## src/hw/rtl/mbpb_pkg.sv

```systemverilog
// ----------------------------------------------------------------------------
// mbpb_pkg - shared types and constants for the page bitmap blitter
// Opcodes, configuration register indexes, beat payloads and the command and
// status groups between controller and datapath.
// ----------------------------------------------------------------------------
package mbpb_pkg;

	localparam int DEF_BUFFER_COLUMNS = 128;
	localparam int DEF_BUFFER_PAGES   = 5;

	localparam int CFG_IDX_W  = 2;
	localparam int CFG_DATA_W = 8;

	localparam logic [CFG_IDX_W-1:0] CFG_ORIGIN_X      = 2'd0;
	localparam logic [CFG_IDX_W-1:0] CFG_ORIGIN_Y      = 2'd1;
	localparam logic [CFG_IDX_W-1:0] CFG_BITMAP_WIDTH  = 2'd2;
	localparam logic [CFG_IDX_W-1:0] CFG_BITMAP_HEIGHT = 2'd3;

	localparam logic [7:0] RST_BITMAP_WIDTH  = 8'd8;
	localparam logic [7:0] RST_BITMAP_HEIGHT = 8'd1;

	localparam logic [2:0] PIX_LAST = 3'd7;

	typedef enum logic [1:0] {
		OP_BITMAP = 2'd0,
		OP_FILL   = 2'd1,
		OP_READ   = 2'd2,
		OP_NONE   = 2'd3
	} op_t;

	typedef struct packed {
		op_t        opcode;
		logic [7:0] data_byte;
		logic [9:0] read_address;
	} req_t;

	typedef struct packed {
		logic [7:0] read_data;
		logic       bitmap_done;
	} rsp_t;

	typedef struct packed {
		logic       capture;
		logic       pix_go;
		logic [2:0] pix_idx;
		logic       cur_adv;
		logic       rd_go;
		logic       sweep_go;
		logic       sweep_zero;
		logic       rsp_load;
	} cmd_t;

	typedef struct packed {
		logic sweep_last;
		logic rsp_free;
	} status_t;

endpackage

```

## src/hw/rtl/mbpb_ctrl.sv

```systemverilog
// ----------------------------------------------------------------------------
// mbpb_ctrl - blitter sequencer
// Steps clearing and fill sweeps, the eight pixel slots of a bitmap byte,
// buffer reads and the hand-off of results to the output register.
// ----------------------------------------------------------------------------
module mbpb_ctrl import mbpb_pkg::*; (
	input  logic    clk,
	input  logic    arst_n,
	input  logic    req_valid,
	input  op_t     req_op,
	output logic    req_ready,
	input  status_t status,
	output cmd_t    cmd
);

	typedef enum logic [2:0] {
		ST_CLEAR,
		ST_IDLE,
		ST_FILL,
		ST_BLIT,
		ST_READ,
		ST_RESULT
	} state_t;

	state_t     state_q;
	logic [2:0] idx_q;

	always_ff @(posedge clk or negedge arst_n) begin
		if (!arst_n) begin
			state_q <= ST_CLEAR;
			idx_q   <= '0;
		end else begin
			case (state_q)
				ST_CLEAR, ST_FILL: begin
					if (status.sweep_last) state_q <= ST_IDLE;
				end
				ST_IDLE: begin
					if (req_valid) begin
						idx_q <= '0;
						case (req_op)
							OP_BITMAP: state_q <= ST_BLIT;
							OP_FILL:   state_q <= ST_FILL;
							OP_READ:   state_q <= ST_READ;
							default:   state_q <= ST_IDLE;
						endcase
					end
				end
				ST_BLIT: begin
					if (idx_q == PIX_LAST) state_q <= ST_RESULT;
					else idx_q <= idx_q + 3'd1;
				end
				ST_READ: state_q <= ST_RESULT;
				ST_RESULT: begin
					if (status.rsp_free) state_q <= ST_IDLE;
				end
				default: state_q <= ST_IDLE;
			endcase
		end
	end

	always_comb begin
		req_ready      = (state_q == ST_IDLE);
		cmd            = '0;
		cmd.capture    = (state_q == ST_IDLE) && req_valid;
		cmd.pix_go     = (state_q == ST_BLIT);
		cmd.pix_idx    = idx_q;
		cmd.cur_adv    = (state_q == ST_BLIT) && (idx_q == PIX_LAST);
		cmd.rd_go      = (state_q == ST_READ);
		cmd.sweep_go   = (state_q == ST_CLEAR) || (state_q == ST_FILL);
		cmd.sweep_zero = (state_q == ST_CLEAR);
		cmd.rsp_load   = (state_q == ST_RESULT) && status.rsp_free;
	end

	a_result_hold: assert property (@(posedge clk) disable iff (!arst_n)
		(state_q == ST_RESULT) && !status.rsp_free |=> (state_q == ST_RESULT))
		else $error("result dropped before output slot freed");

	a_sweep_blocks_req: assert property (@(posedge clk) disable iff (!arst_n)
		cmd.sweep_go |-> !req_ready && !cmd.pix_go && !cmd.rd_go)
		else $error("sweep overlaps other buffer access");

endmodule

```

## config.mk

```make
export PLATFORM = sky130hd
export DESIGN_NAME = mbpb_ctrl
export DESIGN_NICKNAME = d
export VERILOG_FILES = /design/src/hw/rtl/mbpb_pkg.sv /design/src/hw/rtl/mbpb_ctrl.sv
export SDC_FILE = /design/constraint.sdc
export NUM_CORES = 1
export LEC_CHECK = 0
export ABC_AREA = 1
export BUFFER_PORTS_ARGS = -buffer_cell sky130_fd_sc_hd__buf_2
export CAP_MARGIN = 10
export CORE_AREA = 2 2 39 41
export CTS_CLUSTER_DIAMETER = 80
export DETAILED_ROUTE_END_ITERATION = 7
export DIE_AREA = 0 0 41 43
export GPL_ROUTABILITY_DRIVEN = 0
export GPL_TIMING_DRIVEN = 0
export HOLD_SLACK_MARGIN = 0.1
export SYNTH_ARGS = -nofsm -noshare
export SYNTH_HDL_FRONTEND = slang
export SYNTH_SLANG_ARGS = --single-unit
```

## constraint.sdc

```tcl
create_clock -name clk -period 3.51 [get_ports clk]
set_clock_uncertainty 0.2 [all_clocks]
set_input_delay 0.351 -clock clk [delete_from_list [all_inputs] [get_ports clk]]
set_output_delay 0.351 -clock clk [all_outputs]
set_load 0.005 [all_outputs]
```

Word-level counts from Yosys, hierarchy flattened
Cells that the tools add are included.
- equality and inequality tests: 13
- reductions and logical operators: 10
- multiply operators: 0
- magnitude comparators: 0
- bitwise gates (word level): 0
- add/subtract/negate cells: 1
- mux-type cells: 9
- divide/modulo/power cells: 0
- shifts and indexed selects: 0
- operators by type and width (cell ; number):
    2-to-1 mux 3 bit ; 6
    one-hot mux 3 bit (5 select lines) ; 1
    equality test 3 bit, second input constant ; 3
    one-hot mux 3 bit (3 select lines) ; 1
    != test 2 bit, second input constant ; 4
    equality test 3 x 2 -> 1 bit, second input constant ; 2
    one-hot mux 3 bit (2 select lines) ; 1
    AND reduction 4 bit ; 1
    adder 3 x 1 -> 3 bit, second input constant ; 1
    equality test 3 x 1 -> 1 bit, second input constant ; 1
    logical AND 1 bit ; 3
    logical NOT 3 bit ; 1
    AND reduction 3 bit ; 1
    equality test 2 x 1 -> 1 bit, second input constant ; 1
    equality test 2 bit, second input constant ; 1
    logical NOT 2 bit ; 1
    != test 2 x 1 -> 1 bit, second input constant ; 1
    nonzero test 2 bit ; 1
    OR reduction 2 bit ; 1
    logical OR 1 bit ; 1
- bits in registers: 6
- memory bits (read-only): 0
- logic and storage cells: 35
- output and inout bits: 11
- bits in writable memories: 0
- bits of input ports: 7
- latch bits: 0
- memories kept: 0

Longest topological paths before layout
- word-level depth: 4
- gate-level depth with buffers: 8
- mapped depth without buffers: 7

Worst setup path before layout
No wires, ideal clock.
- path type: flip-flop to output port
- from: reg idx_q[0]
- to: out cmd[4] (netlist name)
- path buffers: 0
- setup slack: 2046 ps
- cell stages (with the launch flop): 5
- data required time: 2959 ps
- arrival: 913 ps
- cell sequence: dfrtp_1 ha_1 ha_1 inv_1 nor3_1
- RTL lines (what ; line ; text):
    start: declaration ; mbpb_ctrl.sv:26 ; logic [2:0] idx_q;
    start signal: assignment ; mbpb_ctrl.sv:50 ; else idx_q <= idx_q + 3'd1;
    end: declaration ; mbpb_ctrl.sv:13 ; output cmd_t cmd

==> summary.txt <==
Pwr
  – Register share of total power: 27.9%
  – Clock power share: 15.9%
  – Comb power frac: 56.2%
  – Overall power: 0.398 mW
  – Leak Pwr: 0.395 nW
  – Power Dens Cells: 615 nW/um^2
  – Max VDD drop: 0.271 mV
  – Switch Pwr: 0.183 mW
  – P_int: 0.214 mW
  – Sw Share: 46.1%

Timing
  – Tcrit/Tclk final: 53.1%
  – Max Fclk: 537 MHz
  – RSZ-0062 raised after global routing: no
  – Endpoints failing hold: 0
  – Relative slew slack: 81.5%
  – Tmin final: 1.86 ns
  – Max-slew violations: 0
  – Fin Setup TNS: 0 ns
  – Least-Margin Pin Slew: 0.278 ns
  – Final setup viols: 0

Worst setup path
  – CP Cell Sequence: ha_1, ha_1, inv_1, nor3_1, buf_2
  – CP startpoint kind: flop
  – Critical Path Start: idx_q[0]
  – Worst R2R Start: idx_q[0]
  – Kind of critical path: flop to primary output
  – WP depth: 5
  – Worst EP arrival: 1.31 ns
  – CP peak stage delay: 0.39 ns
  – Worst Path Required: 2.96 ns
  – CP Buf/Inv Count: 2
  – R2r setup slk: 2.00 ns
  – CP Max Fanout: 3
  – Reg2Reg Depth: 7
  – Crit path to: cmd[4]
  – Capturing point of the worst reg2reg path: idx_q[0]
  – Family with the most delay on the worst path: flip-flops
  – Critical Path Sink Type: primary output
  – Critical-path top delay cell: dfrtp_1
  – Cell mode on critical path: ha_1

Placement
  – Post-Place Cells: 101
  – DP HPWL: 756 microns
  – PortBufs: 17

Final layout
  – P&R area growth vs syn: 27.0%
  – Layout cells sized above 1: 32.6%
  – Diode count: 0
  – Most frequent cells in the layout: 18 x buf_2, 15 x inv_1, 9 x nand2_1, 8 x nor2_1
  – Layout Cells excl Fill: 105
  – Nets: 103
  – Commonest non-fill, non-tap cell in the layout: buf_2

Drt
  – First-pass detailed-route iteration total: 3
  – Vias: 467
  – Avg WL per Cell: 8.85 microns
  – Initial drt markers: 5
  – Vias/cell: 4.45
  – Final ANT Viol Nets: 0
  – Final WL: 929 microns
  – Residual DRC count: 0

Global route
  – First-pass GRT wire length: 1640 microns
  – Gr ovfl total: 0
  – Vias in the first global route: 423
  – Largest net degree at the start of global routing: 9
  – GR Util All Layers: 14.1%
  – Initial antenna violation count: 0

Clock network
  – Clock Path Buffers: 2
  – Num CTS Buffers: 3
  – CTS clk-pin slew, worst paths: 0.04 ns
  – Post-CTS Setup Inserts: 0
  – Hold Buf Count CTS: 1
  – Clk sinks: 6
  – Max H-tree Level: 1
  – CTS resizes: 0
  – CTS tree: yes
  – Root Buffer: clkbuf_4
  – Later-pin clock latency in the skew report: 0.25 ns

Floorplan
  – Die Area: 1760 sq um
  – I/O pin count: 18
  – Die Wd: 41 microns
  – CORE AREA: 1380 sq um
  – Initial Util: 36.8%
  – Die H: 43 microns
  – # rows: 14

Synthesis
  – Mux cell area share after synthesis: 0%
  – Count of cell types in the netlist: 16
  – Syn_nets: 80
  – Seq/Total Area, Yosys: 29.5%
  – Synth Register Bits: 6
  – Post-Synth Adder-Cell Area: 12.3%
  – Post-Syn Instances: 68
  – Largest family of logic cells by synthesized area: simple AND/OR/NAND/NOR gates
  – Ys Warns: 0
  – Synth Area in Compound Gates: 8.35%
  – Xor-xnor portion of the synthesized cell area: 0%
  – Mapped Area: 509 sq um
  – Syn_area_per_cell: 7.49 sq um
  – Post-Synth Simple-Gate Area: 36.4%

Flow run
  – Max_cap viols: 0

Min path
  – Hold Crit Class: primary input to flop
  – Worst hold path depth: 4
  – Hold path startpoint: status[0]

Run status
  – Status: finished, final reports clean
cell usage after synthesis (all sizes together):
cell type,number,area share (%)
a31oi,1,1.2
buf,1,0.98
dfrtp,6,29
ha,5,12
inv,17,13
nand2,11,11
nand3,7,9.3
nand4,3,3.7
nor2,10,10
nor3,2,2.0
o21ai,5,7.1
logic make-up (layout without fill, tap and decap cells):
family	count (synthesis)	count (layout)
and+or+nand+nor	33	33
buffers and inverters	18	39
adders and majority gates	5	5
DFF	6	6
AOI/OAI and AO/OA	6	6
power groups by stage:
stage	Combinational (mW)	Clock (mW)	Sequential (mW)
2_1_floorplan	0.165	0	0.109
3_3_place_gp	0.221	0	0.113
3_5_place_dp	0.224	0	0.112
4_1_cts	0.226	0.0655	0.112
5_1_grt	0.257	0.0692	0.114
6_report	0.223	0.0633	0.111
per-layer routing:
layer	GRT usage, %	routed length, microns
met2	20.0	452
met5	0	0
met4	10.0	10
met1	16.8	428
met3	4.71	37
through the flow:
step	utilization [%]	setup WS [ns]	cell area, sq um	hold WS [ns]
2_1_floorplan	-	2.05	509	-0.145
3_3_place_gp	44.4	1.91	614	-0.0164
3_5_place_dp	44.4	1.90	614	-0.0172
4_1_cts	46.7	1.63	647	0.203
5_1_grt	46.7	1.57	647	0.221
6_report	46.7	1.65	647	0.205
worst min-delay path by stage:
stage | to | slack (ns)
5_1_grt | state_q[2] | 0.22
3_3_place_gp | idx_q[2] | -0.02
6_report | state_q[2] | 0.21
4_1_cts | state_q[2] | 0.20
2_1_floorplan | idx_q[0] | -0.14
3_5_place_dp | idx_q[2] | -0.02
area by class of cell:
| class | count | area (sq um) |
|---|---|---|
| Timing Repair Buffer | 18 | 95.1 |
| Tap cell | 16 | 20.0 |
| Multi-Input combinational cell | 44 | 290 |
| Fill cell | 147 | 737 |
| Sequential cell | 6 | 150 |
| Clock buffer | 3 | 22.5 |
| Inverter | 17 | 63.8 |
| Buffer | 1 | 5.00 |
worst reg2reg max path, stage by stage, from the launching register on:
cell and delay [ns]:
dfrtp_1 0.39, ha_1 0.21, ha_1 0.18, inv_1 0.11, nand2_4 0.09, o21ai_4 0.09, nand3_1 0.08, o21ai_0 0.09
flip-flops by register name (all words and copies together) (netlist names):
| name | cells |
|---|---|
| idx_q | 3 |
| state_q | 3 |
Note: power is estimated with default switching activity, not from simulation.
